**config.mk**
```make
export PLATFORM = sky130hd
export DESIGN_NAME = torus_broadcast_forwarder
export DESIGN_NICKNAME = d
export VERILOG_FILES = /design/src/design/tbf_pkg.sv /design/src/design/tbf_div_pipe.sv /design/src/design/tbf_geom.sv /design/src/design/tbf_front.sv /design/src/design/tbf_fifo.sv /design/src/design/tbf_back.sv /design/src/design/torus_broadcast_forwarder.sv
export SDC_FILE = /design/constraint.sdc
export NUM_CORES = 2
export LEC_CHECK = 0
export BUFFER_PORTS_ARGS = -buffer_cell sky130_fd_sc_hd__buf_2
export CELL_PAD_IN_SITES_DETAIL_PLACEMENT = 1
export CELL_PAD_IN_SITES_GLOBAL_PLACEMENT = 1
export CORE_ASPECT_RATIO = 1.4
export CORE_MARGIN = 2
export CORE_UTILIZATION = 55
export DETAILED_ROUTE_END_ITERATION = 12
export HOLD_SLACK_MARGIN = 0.1
export PLACE_DENSITY = 0.94
export SYNTH_ARGS = -nofsm -noshare
export SYNTH_HDL_FRONTEND = slang
export SYNTH_SLANG_ARGS = --single-unit
```
**constraint.sdc**
```tcl
create_clock -name clk -period 22 [get_ports clk]
set_input_delay 1.1 -clock clk [delete_from_list [all_inputs] [get_ports clk]]
set_output_delay 1.1 -clock clk [all_outputs]
set_load 0.05 [all_outputs]
```
**src/design/tbf_pkg.sv**
```systemverilog
// ----------------------------------------------------------------------------
// tbf_pkg: shared types and constants of the torus broadcast forwarder
// Payload structs, geometry bundle, forward descriptors and code values.
// ----------------------------------------------------------------------------
package tbf_pkg;

  localparam int NODE_W    = 10;
  localparam int GRID_W    = 11;
  localparam int TREE_W    = 3;
  localparam int SIZE_W    = 16;
  localparam int REG_IDX_W = 2;
  localparam int MAX_NODES = 1024;

  // Register values after reset and the geometry that follows from them
  localparam int RST_ROWS    = 4;
  localparam int RST_COLS    = 4;
  localparam int RST_NODES   = 16;
  localparam int RST_MY_NODE = 0;
  localparam int RST_MR      = RST_MY_NODE / RST_COLS;
  localparam int RST_MC      = RST_MY_NODE % RST_COLS;
  localparam int RST_MR1     = (RST_MR + 1) % RST_ROWS;
  localparam int RST_DOWN    = (RST_MY_NODE + RST_COLS) % RST_NODES;
  localparam int RST_UP      = (RST_MY_NODE + RST_NODES - RST_COLS) % RST_NODES;

  localparam logic MODE_ARRIVE    = 1'b0;
  localparam logic MODE_ORIGINATE = 1'b1;

  localparam logic [TREE_W-1:0] TREE_ONE   = 3'd1;
  localparam logic [TREE_W-1:0] TREE_TWO   = 3'd2;
  localparam logic [TREE_W-1:0] TREE_THREE = 3'd3;
  localparam logic [TREE_W-1:0] TREE_FOUR  = 3'd4;

  typedef enum logic [REG_IDX_W-1:0] {
    REG_GRID_ROWS  = 2'd0,
    REG_GRID_COLS  = 2'd1,
    REG_NODE_COUNT = 2'd2,
    REG_MY_NODE    = 2'd3
  } tbf_reg_t;

  typedef enum logic [1:0] {
    ACT_FORWARD = 2'd0,
    ACT_CONSUME = 2'd1,
    ACT_ERROR   = 2'd2
  } tbf_act_t;

  typedef enum logic [1:0] {
    DIR_RIGHT = 2'd0,
    DIR_DOWN  = 2'd1,
    DIR_LEFT  = 2'd2,
    DIR_UP    = 2'd3
  } tbf_dir_t;

  typedef struct packed {
    logic              mode;
    logic [NODE_W-1:0] src_node;
    logic [TREE_W-1:0] tree;
    logic [SIZE_W-1:0] size;
  } tbf_in_t;

  typedef struct packed {
    tbf_act_t          action;
    logic [NODE_W-1:0] dest_node;
    logic [TREE_W-1:0] out_tree;
    logic [NODE_W-1:0] out_src;
    logic [SIZE_W-1:0] out_size;
    logic              last;
  } tbf_out_t;

  // Geometry of this node, derived from the configuration registers
  typedef struct packed {
    logic [GRID_W-1:0] c_eff;
    logic [GRID_W-1:0] r_eff;
    logic [NODE_W-1:0] me;
    logic [NODE_W-1:0] mr;
    logic [NODE_W-1:0] mc;
    logic [NODE_W-1:0] mr1;
    logic [NODE_W-1:0] right;
    logic [NODE_W-1:0] left;
    logic [NODE_W-1:0] down;
    logic [NODE_W-1:0] up;
  } tbf_geom_t;

  typedef struct packed {
    logic [1:0] nfwd;
    tbf_dir_t   dir0;
    tbf_dir_t   dir1;
  } tbf_fwd_t;

  // One classified item as it waits between front and back
  typedef struct packed {
    logic              orig;
    logic              err;
    logic [TREE_W-1:0] tree;
    logic [NODE_W-1:0] src;
    logic [SIZE_W-1:0] size;
    tbf_fwd_t          fwd;
  } tbf_desc_t;

  // Zero acts as one, large values saturate
  function automatic logic [GRID_W-1:0] grid_eff(logic [GRID_W-1:0] v);
    logic [GRID_W-1:0] r;
    if (v == '0) begin
      r = GRID_W'(1);
    end else if (v > GRID_W'(MAX_NODES)) begin
      r = GRID_W'(MAX_NODES);
    end else begin
      r = v;
    end
    return r;
  endfunction

endpackage

```
**src/design/tbf_div_pipe.sv**
```systemverilog
// ----------------------------------------------------------------------------
// tbf_div_pipe: pipelined restoring divider
// Resolves up to BPS quotient bits per stage; a side payload rides alongside.
// ----------------------------------------------------------------------------
module tbf_div_pipe #(
  parameter int NW  = 10,
  parameter int DW  = 11,
  parameter int BPS = 4,
  parameter int PW  = 1
) (
  input  logic          clk,
  input  logic          rst_n,
  input  logic          en,
  input  logic          in_valid,
  input  logic [NW-1:0] in_num,
  input  logic [DW-1:0] in_den,
  input  logic [PW-1:0] in_pay,
  output logic          out_valid,
  output logic [NW-1:0] out_quo,
  output logic [DW-1:0] out_rem,
  output logic [PW-1:0] out_pay
);

  localparam int NSTG = (NW + BPS - 1) / BPS;

  logic [NSTG-1:0] v_r;
  logic [DW-1:0]   rem_r [NSTG];
  logic [NW-1:0]   num_r [NSTG];
  logic [NW-1:0]   quo_r [NSTG];
  logic [DW-1:0]   den_r [NSTG];
  logic [PW-1:0]   pay_r [NSTG];

  logic            v_in   [NSTG];
  logic [DW-1:0]   rem_in [NSTG];
  logic [NW-1:0]   num_in [NSTG];
  logic [NW-1:0]   quo_in [NSTG];
  logic [DW-1:0]   den_in [NSTG];
  logic [PW-1:0]   pay_in [NSTG];

  for (genvar s = 0; s < NSTG; s++) begin : g_stg
    localparam int NB = ((NW - s * BPS) < BPS) ? (NW - s * BPS) : BPS;

    logic [DW:0]   trial;
    logic [DW-1:0] rem_c;
    logic [NW-1:0] num_c;
    logic [NW-1:0] quo_c;

    if (s == 0) begin : g_head
      assign v_in[s]   = in_valid;
      assign rem_in[s] = '0;
      assign num_in[s] = in_num;
      assign quo_in[s] = '0;
      assign den_in[s] = in_den;
      assign pay_in[s] = in_pay;
    end else begin : g_body
      assign v_in[s]   = v_r[s-1];
      assign rem_in[s] = rem_r[s-1];
      assign num_in[s] = num_r[s-1];
      assign quo_in[s] = quo_r[s-1];
      assign den_in[s] = den_r[s-1];
      assign pay_in[s] = pay_r[s-1];
    end

    always_comb begin
      rem_c = rem_in[s];
      num_c = num_in[s];
      quo_c = quo_in[s];
      trial = '0;
      for (int b = 0; b < NB; b++) begin
        trial = {rem_c, num_c[NW-1]};
        num_c = num_c << 1;
        if (trial >= {1'b0, den_in[s]}) begin
          rem_c = DW'(trial - {1'b0, den_in[s]});
          quo_c = NW'({quo_c, 1'b1});
        end else begin
          rem_c = trial[DW-1:0];
          quo_c = NW'({quo_c, 1'b0});
        end
      end
    end

    always_ff @(posedge clk) begin
      if (!rst_n) begin
        v_r[s] <= 1'b0;
      end else if (en) begin
        v_r[s] <= v_in[s];
      end
    end

    always_ff @(posedge clk) begin
      if (en) begin
        rem_r[s] <= rem_c;
        num_r[s] <= num_c;
        quo_r[s] <= quo_c;
        den_r[s] <= den_in[s];
        pay_r[s] <= pay_in[s];
      end
    end
  end

  assign out_valid = v_r[NSTG-1];
  assign out_quo   = quo_r[NSTG-1];
  assign out_rem   = rem_r[NSTG-1];
  assign out_pay   = pay_r[NSTG-1];

endmodule

```
**src/design/tbf_geom.sv**
```systemverilog
// ----------------------------------------------------------------------------
// tbf_geom: configuration registers and node geometry
// A serial divider recomputes row, column and wrapped neighbors after a write.
// ----------------------------------------------------------------------------
module tbf_geom (
  input  logic                             clk,
  input  logic                             rst_n,
  input  logic                             cfg_we,
  input  logic [tbf_pkg::REG_IDX_W-1:0]    cfg_idx,
  input  logic [tbf_pkg::GRID_W-1:0]       cfg_data,
  output tbf_pkg::tbf_geom_t               geom,
  output logic                             busy
);
  import tbf_pkg::*;

  localparam int DIV_STEPS = GRID_W;
  localparam int CNT_W     = $clog2(DIV_STEPS);

  typedef enum logic [1:0] {G_IDLE, G_LOAD, G_DIV} gstate_t;
  typedef enum logic [1:0] {JOB_ME_DIV, JOB_ROW_WRAP, JOB_DOWN, JOB_UP} job_t;

  gstate_t           state_r;
  job_t              job_r;
  logic [CNT_W-1:0]  cnt_r;
  logic [GRID_W-1:0] rows_r;
  logic [GRID_W-1:0] cols_r;
  logic [GRID_W-1:0] nodes_r;
  logic [NODE_W-1:0] me_r;
  logic [GRID_W-1:0] num_r;
  logic [GRID_W-1:0] rem_r;
  logic [GRID_W-1:0] quo_r;
  logic [NODE_W-1:0] mr_r;
  logic [NODE_W-1:0] mc_r;
  logic [NODE_W-1:0] mr1_r;
  logic [NODE_W-1:0] down_r;
  logic [NODE_W-1:0] up_r;

  logic [GRID_W-1:0] c_eff;
  logic [GRID_W-1:0] r_eff;
  logic [GRID_W-1:0] n_eff;
  logic [GRID_W:0]   up_x;
  logic              up_neg;
  logic [GRID_W-1:0] up_mag;
  logic [GRID_W-1:0] div_num;
  logic [GRID_W-1:0] div_den;
  logic [GRID_W:0]   trial;
  logic              ge;
  logic [GRID_W-1:0] rem_step;
  logic [GRID_W-1:0] quo_step;
  logic              done;
  logic [GRID_W:0]   right_x;
  logic [GRID_W:0]   left_x;

  assign c_eff = grid_eff(cols_r);
  assign r_eff = grid_eff(rows_r);
  assign n_eff = grid_eff(nodes_r);

  // me + n - c may go negative; the remainder then takes the dividend's sign
  assign up_x   = {2'b00, me_r} + {1'b0, n_eff} - {1'b0, c_eff};
  assign up_neg = up_x[GRID_W];
  assign up_mag = up_neg ? GRID_W'(-up_x) : up_x[GRID_W-1:0];

  always_comb begin
    unique case (job_r)
      JOB_ME_DIV: begin
        div_num = {1'b0, me_r};
        div_den = c_eff;
      end
      JOB_ROW_WRAP: begin
        div_num = {1'b0, mr_r} + GRID_W'(1);
        div_den = r_eff;
      end
      JOB_DOWN: begin
        div_num = {1'b0, me_r} + c_eff;
        div_den = n_eff;
      end
      JOB_UP: begin
        div_num = up_mag;
        div_den = n_eff;
      end
      default: begin
        div_num = '0;
        div_den = GRID_W'(1);
      end
    endcase
  end

  assign trial    = {rem_r, num_r[GRID_W-1]};
  assign ge       = trial >= {1'b0, div_den};
  assign rem_step = ge ? GRID_W'(trial - {1'b0, div_den}) : trial[GRID_W-1:0];
  assign quo_step = {quo_r[GRID_W-2:0], ge};
  assign done     = (state_r == G_DIV) && (cnt_r == CNT_W'(DIV_STEPS - 1));

  always_ff @(posedge clk) begin
    if (!rst_n) begin
      state_r <= G_IDLE;
      job_r   <= JOB_ME_DIV;
      cnt_r   <= '0;
      rows_r  <= GRID_W'(RST_ROWS);
      cols_r  <= GRID_W'(RST_COLS);
      nodes_r <= GRID_W'(RST_NODES);
      me_r    <= NODE_W'(RST_MY_NODE);
      num_r   <= '0;
      rem_r   <= '0;
      quo_r   <= '0;
      mr_r    <= NODE_W'(RST_MR);
      mc_r    <= NODE_W'(RST_MC);
      mr1_r   <= NODE_W'(RST_MR1);
      down_r  <= NODE_W'(RST_DOWN);
      up_r    <= NODE_W'(RST_UP);
    end else if (cfg_we) begin
      unique case (cfg_idx)
        REG_GRID_ROWS:  rows_r  <= cfg_data;
        REG_GRID_COLS:  cols_r  <= cfg_data;
        REG_NODE_COUNT: nodes_r <= cfg_data;
        REG_MY_NODE:    me_r    <= cfg_data[NODE_W-1:0];
      endcase
      state_r <= G_LOAD;
      job_r   <= JOB_ME_DIV;
    end else begin
      unique case (state_r)
        G_IDLE: state_r <= G_IDLE;
        G_LOAD: begin
          num_r   <= div_num;
          rem_r   <= '0;
          quo_r   <= '0;
          cnt_r   <= '0;
          state_r <= G_DIV;
        end
        G_DIV: begin
          num_r <= num_r << 1;
          rem_r <= rem_step;
          quo_r <= quo_step;
          cnt_r <= cnt_r + CNT_W'(1);
          if (done) begin
            unique case (job_r)
              JOB_ME_DIV: begin
                mr_r    <= quo_step[NODE_W-1:0];
                mc_r    <= rem_step[NODE_W-1:0];
                job_r   <= JOB_ROW_WRAP;
                state_r <= G_LOAD;
              end
              JOB_ROW_WRAP: begin
                mr1_r   <= rem_step[NODE_W-1:0];
                job_r   <= JOB_DOWN;
                state_r <= G_LOAD;
              end
              JOB_DOWN: begin
                down_r  <= rem_step[NODE_W-1:0];
                job_r   <= JOB_UP;
                state_r <= G_LOAD;
              end
              JOB_UP: begin
                up_r    <= up_neg ? NODE_W'(-rem_step) : rem_step[NODE_W-1:0];
                job_r   <= JOB_ME_DIV;
                state_r <= G_IDLE;
              end
            endcase
          end
        end
        default: state_r <= G_IDLE;
      endcase
    end
  end

  // Row-local wrap for left and right
  assign right_x = ({1'b0, mc_r} == c_eff - GRID_W'(1)) ?
                   {2'b00, me_r} + (GRID_W + 1)'(1) - {1'b0, c_eff} :
                   {2'b00, me_r} + (GRID_W + 1)'(1);
  assign left_x  = (mc_r == '0) ?
                   {2'b00, me_r} + {1'b0, c_eff} - (GRID_W + 1)'(1) :
                   {2'b00, me_r} - (GRID_W + 1)'(1);

  assign geom.c_eff = c_eff;
  assign geom.r_eff = r_eff;
  assign geom.me    = me_r;
  assign geom.mr    = mr_r;
  assign geom.mc    = mc_r;
  assign geom.mr1   = mr1_r;
  assign geom.right = right_x[NODE_W-1:0];
  assign geom.left  = left_x[NODE_W-1:0];
  assign geom.down  = down_r;
  assign geom.up    = up_r;

  assign busy = (state_r != G_IDLE);

endmodule

```
**src/design/tbf_front.sv**
```systemverilog
// ----------------------------------------------------------------------------
// tbf_front: item intake and classification
// Splits the source into row and column, then picks the forward directions.
// ----------------------------------------------------------------------------
module tbf_front (
  input  logic                clk,
  input  logic                rst_n,
  input  logic                in_valid,
  input  tbf_pkg::tbf_in_t    in_item,
  input  tbf_pkg::tbf_geom_t  geom,
  input  logic                q_full,
  output logic                ready,
  output logic                q_push,
  output tbf_pkg::tbf_desc_t  q_wdata
);
  import tbf_pkg::*;

  typedef struct packed {
    tbf_in_t           item;
    logic [NODE_W-1:0] sr;
    logic [NODE_W-1:0] sc;
  } mid_t;

  localparam int IN_W  = $bits(tbf_in_t);
  localparam int MID_W = $bits(mid_t);

  logic              v1;
  logic [NODE_W-1:0] quo1;
  logic [GRID_W-1:0] rem1;
  logic [IN_W-1:0]   pay1;
  mid_t              mid_in;
  logic              v2;
  logic [GRID_W-1:0] rem2;
  logic [MID_W-1:0]  pay2;
  mid_t              mid_out;

  logic [NODE_W-1:0] sr1;
  logic              srow;
  logic              scol;
  logic [GRID_W-1:0] sc_nx;
  logic [GRID_W-1:0] mc_nx;
  logic              sc1_eq_mc;
  logic              mc1_eq_sc;
  logic              mr1_eq_sr;
  logic              sr1_eq_mr;
  logic [GRID_W:0]   lsrc;
  logic              lsrc_is_me;
  tbf_fwd_t          fw;
  logic              bad_tree;

  function automatic tbf_fwd_t pick(logic ca, tbf_dir_t da, logic cb, tbf_dir_t db);
    tbf_fwd_t f;
    f.nfwd = {1'b0, ca} + {1'b0, cb};
    f.dir0 = ca ? da : db;
    f.dir1 = db;
    return f;
  endfunction

  // Hold every stage while a finished item cannot enter the queue
  assign ready  = !(v2 && q_full);
  assign q_push = v2 && !q_full;

  tbf_div_pipe #(
    .NW (NODE_W),
    .DW (GRID_W),
    .BPS(4),
    .PW (IN_W)
  ) u_div_col (
    .clk      (clk),
    .rst_n    (rst_n),
    .en       (ready),
    .in_valid (in_valid),
    .in_num   (in_item.src_node),
    .in_den   (geom.c_eff),
    .in_pay   (in_item),
    .out_valid(v1),
    .out_quo  (quo1),
    .out_rem  (rem1),
    .out_pay  (pay1)
  );

  assign mid_in.item = tbf_in_t'(pay1);
  assign mid_in.sr   = quo1;
  assign mid_in.sc   = rem1[NODE_W-1:0];

  tbf_div_pipe #(
    .NW (GRID_W),
    .DW (GRID_W),
    .BPS(4),
    .PW (MID_W)
  ) u_div_row (
    .clk      (clk),
    .rst_n    (rst_n),
    .en       (ready),
    .in_valid (v1),
    .in_num   ({1'b0, quo1} + GRID_W'(1)),
    .in_den   (geom.r_eff),
    .in_pay   (mid_in),
    .out_valid(v2),
    .out_quo  (),
    .out_rem  (rem2),
    .out_pay  (pay2)
  );

  assign mid_out = mid_t'(pay2);
  assign sr1     = rem2[NODE_W-1:0];

  assign srow      = (mid_out.sr == geom.mr);
  assign scol      = (mid_out.sc == geom.mc);
  assign sc_nx     = ({1'b0, mid_out.sc} + GRID_W'(1) == geom.c_eff) ?
                     '0 : {1'b0, mid_out.sc} + GRID_W'(1);
  assign mc_nx     = ({1'b0, geom.mc} + GRID_W'(1) == geom.c_eff) ?
                     '0 : {1'b0, geom.mc} + GRID_W'(1);
  assign sc1_eq_mc = (sc_nx == {1'b0, geom.mc});
  assign mc1_eq_sc = (mc_nx == {1'b0, mid_out.sc});
  assign mr1_eq_sr = (geom.mr1 == mid_out.sr);
  assign sr1_eq_mr = (sr1 == geom.mr);

  // Left neighbor of the source, unmasked
  assign lsrc = (mid_out.sc == '0) ?
                {2'b00, mid_out.item.src_node} + {1'b0, geom.c_eff} - (GRID_W + 1)'(1) :
                {2'b00, mid_out.item.src_node} - (GRID_W + 1)'(1);
  assign lsrc_is_me = (lsrc == {2'b00, geom.me});

  always_comb begin
    fw       = pick(1'b0, DIR_RIGHT, 1'b0, DIR_RIGHT);
    bad_tree = 1'b0;
    unique case (mid_out.item.tree)
      TREE_ONE: begin
        if (srow && scol) fw = pick(1'b1, DIR_RIGHT, 1'b0, DIR_RIGHT);
        else if (srow)    fw = pick(!lsrc_is_me, DIR_RIGHT, 1'b1, DIR_DOWN);
        else if (!scol)   fw = pick(sc1_eq_mc, DIR_LEFT, !mr1_eq_sr, DIR_DOWN);
      end
      TREE_TWO: begin
        if (srow && scol) fw = pick(1'b1, DIR_DOWN, 1'b0, DIR_DOWN);
        else if (scol)    fw = pick(!mr1_eq_sr, DIR_DOWN, 1'b1, DIR_RIGHT);
        else if (!srow)   fw = pick(sr1_eq_mr, DIR_UP, !mc1_eq_sc, DIR_RIGHT);
      end
      TREE_THREE: begin
        if (srow && scol) fw = pick(1'b1, DIR_LEFT, 1'b0, DIR_LEFT);
        else if (srow)    fw = pick(!sc1_eq_mc, DIR_LEFT, 1'b1, DIR_UP);
        else if (!scol)   fw = pick(mc1_eq_sc, DIR_RIGHT, !sr1_eq_mr, DIR_UP);
      end
      TREE_FOUR: begin
        if (srow && scol) fw = pick(1'b1, DIR_UP, 1'b0, DIR_UP);
        else if (scol)    fw = pick(1'b1, DIR_LEFT, !sr1_eq_mr, DIR_UP);
        else if (!srow)   fw = pick(!sc1_eq_mc, DIR_LEFT, mr1_eq_sr, DIR_DOWN);
      end
      default: bad_tree = 1'b1;
    endcase
  end

  assign q_wdata.orig = (mid_out.item.mode == MODE_ORIGINATE);
  assign q_wdata.err  = (mid_out.item.mode == MODE_ARRIVE) && bad_tree;
  assign q_wdata.tree = mid_out.item.tree;
  assign q_wdata.src  = mid_out.item.src_node;
  assign q_wdata.size = mid_out.item.size;
  assign q_wdata.fwd  = fw;

endmodule

```
**src/design/tbf_fifo.sv**
```systemverilog
// ----------------------------------------------------------------------------
// tbf_fifo: small descriptor queue
// Decouples classification from result generation.
// ----------------------------------------------------------------------------
module tbf_fifo #(
  parameter int WIDTH = 8,
  parameter int DEPTH = 4
) (
  input  logic             clk,
  input  logic             rst_n,
  input  logic             push,
  input  logic [WIDTH-1:0] wdata,
  output logic             full,
  input  logic             pop,
  output logic [WIDTH-1:0] rdata,
  output logic             empty
);

  localparam int PW = $clog2(DEPTH);
  localparam int CW = $clog2(DEPTH + 1);

  logic [WIDTH-1:0] mem_r [DEPTH];
  logic [PW-1:0]    wr_ptr_r;
  logic [PW-1:0]    rd_ptr_r;
  logic [CW-1:0]    cnt_r;
  logic             do_push;
  logic             do_pop;

  assign full    = (cnt_r == CW'(DEPTH));
  assign empty   = (cnt_r == '0);
  assign do_push = push && !full;
  assign do_pop  = pop && !empty;
  assign rdata   = mem_r[rd_ptr_r];

  always_ff @(posedge clk) begin
    if (!rst_n) begin
      wr_ptr_r <= '0;
      rd_ptr_r <= '0;
      cnt_r    <= '0;
    end else begin
      if (do_push) begin
        wr_ptr_r <= (wr_ptr_r == PW'(DEPTH - 1)) ? '0 : wr_ptr_r + PW'(1);
      end
      if (do_pop) begin
        rd_ptr_r <= (rd_ptr_r == PW'(DEPTH - 1)) ? '0 : rd_ptr_r + PW'(1);
      end
      if (do_push && !do_pop) begin
        cnt_r <= cnt_r + CW'(1);
      end else if (do_pop && !do_push) begin
        cnt_r <= cnt_r - CW'(1);
      end
    end
  end

  always_ff @(posedge clk) begin
    if (do_push) begin
      mem_r[wr_ptr_r] <= wdata;
    end
  end

endmodule

```
**src/design/tbf_back.sv**
```systemverilog
// ----------------------------------------------------------------------------
// tbf_back: result generation
// Expands a descriptor into forward/consume/error results, one a cycle on pop.
// ----------------------------------------------------------------------------
module tbf_back (
  input  logic                clk,
  input  logic                rst_n,
  input  logic                q_valid,
  input  tbf_pkg::tbf_desc_t  q_data,
  output logic                q_pop,
  input  tbf_pkg::tbf_geom_t  geom,
  input  logic                pop,
  output logic                empty,
  output tbf_pkg::tbf_out_t   out_data
);
  import tbf_pkg::*;

  logic [2:0] step_r;
  logic       out_v_r;
  tbf_out_t   out_r;

  tbf_out_t   res;
  logic       done;
  logic [1:0] t;
  logic       take;

  function automatic logic [NODE_W-1:0] node_of(tbf_dir_t d, tbf_geom_t g);
    logic [NODE_W-1:0] n;
    unique case (d)
      DIR_RIGHT: n = g.right;
      DIR_DOWN:  n = g.down;
      DIR_LEFT:  n = g.left;
      DIR_UP:    n = g.up;
    endcase
    return n;
  endfunction

  function automatic tbf_dir_t orig_dir(logic [1:0] ti);
    tbf_dir_t d;
    unique case (ti)
      2'd0: d = DIR_RIGHT;
      2'd1: d = DIR_DOWN;
      2'd2: d = DIR_LEFT;
      2'd3: d = DIR_UP;
    endcase
    return d;
  endfunction

  assign t = step_r[2:1];

  always_comb begin
    res.action    = ACT_CONSUME;
    res.dest_node = '0;
    res.out_tree  = q_data.tree;
    res.out_src   = q_data.src;
    res.out_size  = q_data.size;
    res.last      = 1'b0;
    done          = 1'b0;
    if (q_data.orig) begin
      // Two results per tree: forward, then consume with that tree's share
      res.out_tree = {1'b0, t} + TREE_W'(1);
      res.out_src  = geom.me;
      res.out_size = {2'b00, q_data.size[SIZE_W-1:2]} +
                     {{(SIZE_W - 1){1'b0}}, (q_data.size[1:0] > t)};
      if (!step_r[0]) begin
        res.action    = ACT_FORWARD;
        res.dest_node = node_of(orig_dir(t), geom);
      end else begin
        res.last = (t == 2'd3);
        done     = (t == 2'd3);
      end
    end else if (q_data.err) begin
      res.action = ACT_ERROR;
      res.last   = 1'b1;
      done       = 1'b1;
    end else if (step_r < {1'b0, q_data.fwd.nfwd}) begin
      res.action    = ACT_FORWARD;
      res.dest_node = node_of(step_r[0] ? q_data.fwd.dir1 : q_data.fwd.dir0, geom);
    end else begin
      res.last = 1'b1;
      done     = 1'b1;
    end
  end

  // Load a result if a descriptor waits and the output is free or being taken
  assign take  = q_valid && (!out_v_r || pop);
  assign q_pop = take && done;

  always_ff @(posedge clk) begin
    if (!rst_n) begin
      step_r  <= '0;
      out_v_r <= 1'b0;
    end else begin
      if (take) begin
        out_v_r <= 1'b1;
        step_r  <= done ? '0 : step_r + 3'd1;
      end else if (pop) begin
        out_v_r <= 1'b0;
      end
    end
  end

  always_ff @(posedge clk) begin
    if (take) begin
      out_r <= res;
    end
  end

  assign empty    = !out_v_r;
  assign out_data = out_r;

endmodule

```
**src/design/torus_broadcast_forwarder.sv**
```systemverilog
// ----------------------------------------------------------------------------
// torus_broadcast_forwarder: broadcast forwarding for one node of a 2D torus
// Items pass column and row dividers, queue and output register; results leave
// one per cycle while pop is held. Arriving packet: 1 to 3 results, originate: 8,
// set by back end. Reset: queue empty, grid 4x4, node 0; after a config write
// full stays high while the serial divider recomputes the node geometry.
// ----------------------------------------------------------------------------
module torus_broadcast_forwarder #(
  parameter int QUEUE_DEPTH = 4
) (
  input  logic                             clk,
  input  logic                             rst_n,
  input  logic                             push,
  output logic                             full,
  input  tbf_pkg::tbf_in_t                 in_data,
  output logic                             empty,
  input  logic                             pop,
  output tbf_pkg::tbf_out_t                out_data,
  input  logic                             cfg_we,
  input  logic [tbf_pkg::REG_IDX_W-1:0]    cfg_idx,
  input  logic [tbf_pkg::GRID_W-1:0]       cfg_data
);
  import tbf_pkg::*;

  localparam int DESC_W = $bits(tbf_desc_t);

  tbf_geom_t        geom;
  logic             geom_busy;
  logic             front_ready;
  logic             accept;
  logic             q_push;
  tbf_desc_t        q_wdata;
  logic             q_full;
  logic             q_pop;
  logic [DESC_W-1:0] q_rdata;
  logic             q_empty;

  assign full   = cfg_we || geom_busy || !front_ready;
  assign accept = push && !full;

  tbf_geom u_geom (
    .clk     (clk),
    .rst_n   (rst_n),
    .cfg_we  (cfg_we),
    .cfg_idx (cfg_idx),
    .cfg_data(cfg_data),
    .geom    (geom),
    .busy    (geom_busy)
  );

  tbf_front u_front (
    .clk     (clk),
    .rst_n   (rst_n),
    .in_valid(accept),
    .in_item (in_data),
    .geom    (geom),
    .q_full  (q_full),
    .ready   (front_ready),
    .q_push  (q_push),
    .q_wdata (q_wdata)
  );

  tbf_fifo #(
    .WIDTH(DESC_W),
    .DEPTH(QUEUE_DEPTH)
  ) u_queue (
    .clk  (clk),
    .rst_n(rst_n),
    .push (q_push),
    .wdata(q_wdata),
    .full (q_full),
    .pop  (q_pop),
    .rdata(q_rdata),
    .empty(q_empty)
  );

  tbf_back u_back (
    .clk     (clk),
    .rst_n   (rst_n),
    .q_valid (!q_empty),
    .q_data  (tbf_desc_t'(q_rdata)),
    .q_pop   (q_pop),
    .geom    (geom),
    .pop     (pop),
    .empty   (empty),
    .out_data(out_data)
  );

endmodule
```
**Word level (Yosys, flattened, before mapping)**

Memories as Yosys holds them, arrays and structs flattened. A register that Yosys moved wholly into a read port is not among the register bits.
Index checks and enable logic that the tools add are counted.
Widths: inputs -> output; s select.

- Add/sub/neg operators: 56
- Multiply operators: 0
- Divide/modulo/power cells: 0
- $lt $le $gt $ge: 27
- Equal/unequal tests: 37
- Shifts and indexed selects: 0
- Mux-type cells: 105
- Bitwise logic cells: 3
- Reduce and logical (&&, ||, !) cells: 55

Operators by type and width:

| operator | number |
|---|---|
| $mux 11 | 33 |
| $ge 12x11->1 | 20 |
| $sub 11x11->11 | 20 |
| $pmux 10 s4 | 2 |
| $mux 6 | 12 |
| $add 10x1->11 const B | 4 |
| $pmux 11 s2 | 2 |
| $pmux 11 s4 | 1 |
| $eq 10x10->1 | 4 |
| $mux 10 | 4 |
| $gt 11x11->1 const B | 3 |
| $logic_not 11->1 | 3 |
| $pmux 11 s3 | 1 |
| $mux 29 | 1 |
| $eq 2x2->1 const B | 13 |
| $mux 2 | 13 |
| $add 10x11->12 | 2 |
| $mux 1 | 24 |
| $mux 12 | 2 |
| $pmux 6 s4 | 1 |
| $eq 11x10->1 | 2 |
| $eq 11x11->1 | 2 |
| $ge 1x11->1 | 2 |
| $sub 1x11->11 | 2 |
| 49 further kinds | 110 |

- Flip-flop bits (word level): 191
- Latch bits: 0
- Memory bits (writable): 598
- ROM bits: 0
- Output and inout bits: 44
- Memories kept: 10

Memory list:

| memory | depth | bits a word | rd ports | clocked after Yosys merged registers in | write ports | RTL line | text |
|---|---|---|---|---|---|---|---|
| u_front.u_div_row.pay_r | 3 | 50 | 3 | 0 | 3 | tbf_div_pipe.sv:31 | `logic [PW-1:0] pay_r [NSTG];` |
| u_queue.mem_r | 4 | 37 | 1 | 1 | 1 | tbf_fifo.sv:22 | `logic [WIDTH-1:0] mem_r [DEPTH];` |
| u_front.u_div_col.pay_r | 3 | 30 | 3 | 0 | 3 | tbf_div_pipe.sv:31 |  |
| u_front.u_div_col.den_r | 3 | 11 | 2 | 0 | 3 | tbf_div_pipe.sv:30 | `logic [DW-1:0] den_r [NSTG];` |
| u_front.u_div_col.rem_r | 3 | 11 | 3 | 0 | 3 | tbf_div_pipe.sv:27 | `logic [DW-1:0] rem_r [NSTG];` |
| u_front.u_div_row.den_r | 3 | 11 | 2 | 0 | 3 | tbf_div_pipe.sv:30 |  |
| +4 memories | n/a | n/a | n/a | n/a | n/a | n/a |  |

**Depth between registers and ports, before layout**

- Depth in word-level cells: 12
- Depth in mapped cells: 45
- Depth with buffers taken out: 41

**Cells and area by module**

From an unflattened synthesis, not the netlist that was laid out.

- Cell total of the unflattened synthesis: 4450
- Area, all modules: 47032.6 um^2

By module, submodules not included:

| module | instances | cells an instance | area an instance (um^2) |
|---|---|---|---|
| tbf_div_pipe (u_front.u_div_row) | 1 | 1147 | 13720.7 |
| tbf_div_pipe (u_front.u_div_col) | 1 | 974 | 11190.7 |
| tbf_geom | 1 | 1280 | 9790.6 |
| tbf_fifo | 1 | 244 | 5875.6 |
| tbf_front | 1 | 514 | 3545.9 |
| tbf_back | 1 | 288 | 2884.0 |
| torus_broadcast_forwarder | 1 | 3 | 25.0 |

**Least setup slack after synthesis**

No wires, ideal clock.

- Kind: register -> output
- Start: reg u_queue.cnt_r[0]
- End: out full
- Arrival time: 11016 ps
- Data required time: 20900 ps
- Slack: 9884 ps
- Cell stages (with the launch flop): 6
- Path buffers: 1
- Cell sequence: dfxtp_1 nor2_1 and3_1 clkbuf_1 inv_1 nand3b_1

- Word-level cells in the longest chain between the ends: 3

RTL lines:

| item | RTL line | text |
|---|---|---|
| from (decl) | tbf_fifo.sv:25 | `logic [CW-1:0] cnt_r;` |
| from (signal assigned) | tbf_fifo.sv:48 | `cnt_r <= cnt_r + CW'(1);` |
| from (signal assigned) | tbf_fifo.sv:50 | `cnt_r <= cnt_r - CW'(1);` |
| $eq 3x3->1 | tbf_fifo.sv:29 | `assign full = (cnt_r == CW'(DEPTH));` |
| $logic_and 1x1->1 | tbf_front.sv:60 | `assign ready = !(v2 && q_full);` |
| $logic_or 1x1->1 | torus_broadcast_forwarder.sv:38 | `assign full = cfg_we \|\| geom_busy \|\| !front_ready;` |
| to (decl) | torus_broadcast_forwarder.sv:14 | `output logic full,` |

No other way between the ends.

==> impl_metrics.yaml <==
hold_path:
  hold_depth: 0
  hold_start: "u_front.u_div_row.pay_r[0][16]"
  min_to: "u_front.u_div_row.pay_r[0][66]"
  min_path_type: "flop to flop"
critical_path:
  end_kind: "flop"
  timing.setup.critical_path_class: "flop to flop"
  crit_path_start_kind: "flop"
  worstPathArrival_ns: 12.32
  r2r_cells: 39
  worst_ep_required_time_ns: 22.40
  crit_top_cell: "nor2_1"
  cp_max_fo: 14
  rrSetupSlack_ns: 10.08
  r2r_end: "u_front.u_div_col.rem_r[0][5]"
  cp_slowest_cell: "nor3b_2"
  rr_startpoint: "u_geom.cols_r[8]"
  critical-path-max-stage-delay_ns: 0.85
synth:
  syn_area_sq_mm: 0.0445
  ys_ff_latch: 721
  syn_avg_cell_area_sq_um: 10.5
  ys_types: 120
  ys.flop_type: "edfxtp_1"
  synthArstFlopShare_pct: 0
  synth_cells: 4244
  yosys_warnings: 0
  yosysSeqAreaShare_pct: 45.2
  synth_edf_count: 570
  synth_nets: 4662
clock_tree:
  worstSkewPairLatency_ns: 0.69
  ctsResizeCount: 0
  htreeDepth: 3
  clk_pin_slew_ns: 0.08
  cts_tree: "built"
  clock_tree.buffer_depth: 3
  cts-root-buf: "clkbuf_16"
  cts_num_sinks: 721
  holdBufCountCts: 0
  cts_inserted_buffers: 74
  post_cts_buffers: 0
flow_run:
  max_cap_viol_count: 2
timing:
  finalSetupTns_ns: 0
  tightest_slew_ns: 1.58
  rsz0062_at_grt: "false"
  clock_skew_ns: 0.0487
  holdWs_ns: 0.401
  finalCritPeriodShare_pct: 54.2
  drv_slew: 3
  setup_viol: 0
  maxSlewHeadroom_pct: -5.31
  hold_viol_final: 0
  max_freq_mhz: 83.9
  period_needed_ns: 11.92
global_route:
  grt_first_pass_wirelength_um: 259000
  gr-total-overflow: 0
  antenna_found_initial: 11
  gr-usage-all-layers_pct: 41.4
  grt_max_degree: 100
  grt_pass1_vias: 41000
outcome:
  status: "finished, violations left"
  violations: "max-capacitance violations, max-slew violations"
cells_and_area:
  drive_above_1_share_pct: 10.8
  most-common-layout-cells: "edfxtp_1, nand2_1, ha_1, inv_1"
  fin_area_sq_mm: 0.0485
  fillers: 8446
  num-nets-final: 4719
  syn2layout_area_growth_pct: 8.95
  final_common_cell: "edfxtp_1"
routing:
  wl_per_cell_um: 31.9
  remaining_drc_errors: 0
  via_per_inst: 7.09
  totalWireLength_um: 173000
  vias: 38500
  drt_iter0_drc: 4441
  firstDrtPassIters: 7
  postRouteAntennaNets: 0
floorplanning:
  die_area_sq_mm: 0.0833
  initial_core_util_pct: 55.4
  num_rows: 123
  core_area_sq_mm: 0.0803
  ios: 92
  fp.dieH_um: 341
  die_w_um: 244
placed_design:
  dp_hpwl_um: 107000
  place.gp.congestion: 0.950
  dpl_cell_area_sq_mm: 0.0460
  io_buffers: 91
## worst max-delay path by stage
stage	startpoint	to	slack (ns)	cells after the start
detailed placement	u_geom.cols_r[7]	u_front.u_div_col.rem_r[0][8]	11.08	38
finish	u_geom.cols_r[8]	u_front.u_div_col.rem_r[0][5]	10.08	39
global placement	u_front.u_div_row.num_r[0][7]	u_front.u_div_row.rem_r[0][17]	11.61	35
CTS	u_geom.cols_r[6]	u_front.u_div_col.rem_r[0][5]	10.47	38
floorplan	u_queue.cnt_r[0]	full	9.88	5
global route	u_geom.cols_r[6]	u_front.u_div_col.rem_r[0][5]	9.78	38
## state kept, by name, indices dropped and copies added, names as in the netlist, 11 cells and up, named ones only
signal                   count
u_front.u_div_col.quo_r     22
u_front.u_div_col.rem_r     32
u_front.u_div_row.pay_r    150
u_back.out_data             42
u_geom.nodes_r              11
u_front.u_div_row.rem_r     32
u_front.u_div_col.pay_r     90
u_geom.cols_r               11
u_queue.mem_r              148
u_front.u_div_col.den_r     22
u_front.u_div_row.den_r     22
u_geom.num_r                11
u_geom.rem_r                11
u_geom.rows_r               11
## worst max-delay path, delay by kind of cell, from the launching register on
family	cells	cell delay, ns
AOI/OAI and AO/OA	19	5.71
and+or+nand+nor	13	3.17
adders and majority gates	4	1.40
muxes	2	0.84
DFF	1	0.44
buffers and inverters	1	0.10
## cell families (layout without fill, tap and decap cells)
| group | count (synthesis) | count (layout) | share of synthesized area [%] |
|---|---|---|---|
| muxes | 216 | 216 | 6.23 |
| buffers and inverters | 472 | 590 | 4.18 |
| other | 0 | 8 | 0 |
| DFF | 721 | 721 | 45.2 |
| xor gates and xnor gates | 306 | 306 | 6.11 |
| adders and majority gates | 371 | 371 | 11.0 |
| AOI/OAI and AO/OA | 968 | 968 | 14.2 |
| and+or+nand+nor | 1190 | 1190 | 13.1 |
## routing by layer
metal,track usage [%],up-vias,share of wire (%)
li1,-,15700,-
met1,43.4,18700,32
met2,67.6,2880,47
met3,13.6,1270,11
met4,34.1,10,10
met5,0.115,-,0.036
## Yosys cell counts (all sizes together), types with 24 or more instances
library cell  instances  area [sq um]
a21oi               303          1530
a21o                 57           428
a31oi                30           188
mux2i                69           703
dfxtp               151          3020
mux2                110          1240
o21a                 33           249
nor3                 91           472
nand4                57           363
clkbuf               98           368
nand2               337          1280
mux4                 37           833
a221oi               30           269
fa                   35           701
or2                  24           150
edfxtp              570         17100
o21ai               215          1080
buf                  58           304
xor2                105           920
nand2b               42           270
nand3               112           566
a211oi               60           460
nor2                302          1140
inv                 313          1180
o31ai                38           299
and3                 46           289
ha                  335          4190
a21boi               35           267
xnor2               198          1730
nor4                 25           184
nor2b                63           394
## per-stage QoR
| step | instances | worst slack [ns] | util, % |
|---|---|---|---|
| finish | 5432 | 10.08 | 60.4 |
| detailed placement | 5287 | 11.08 | 57.3 |
| CTS | 5424 | 10.47 | 60.4 |
| global placement | 5287 | 11.61 | 57.3 |
| global route | 5424 | 9.78 | 60.4 |
| floorplan | 4244 | 9.88 | - |
## layout make-up
class	count	area, sq um	share of cell area (%)
multi-input combinational	3051	22600	46.5
sequential	721	20100	41.5
clock buffer	89	1950	4.02
tap	1062	1330	2.74
inverter	316	1200	2.47
timing repair buffer	137	801	1.65
clock inverter	48	517	1.07
antenna	8	20.0	0.0413
Power is left out: the tool's default activity adds up to more than one toggle a clock period on the data nets, which glitch-free logic cannot reach.
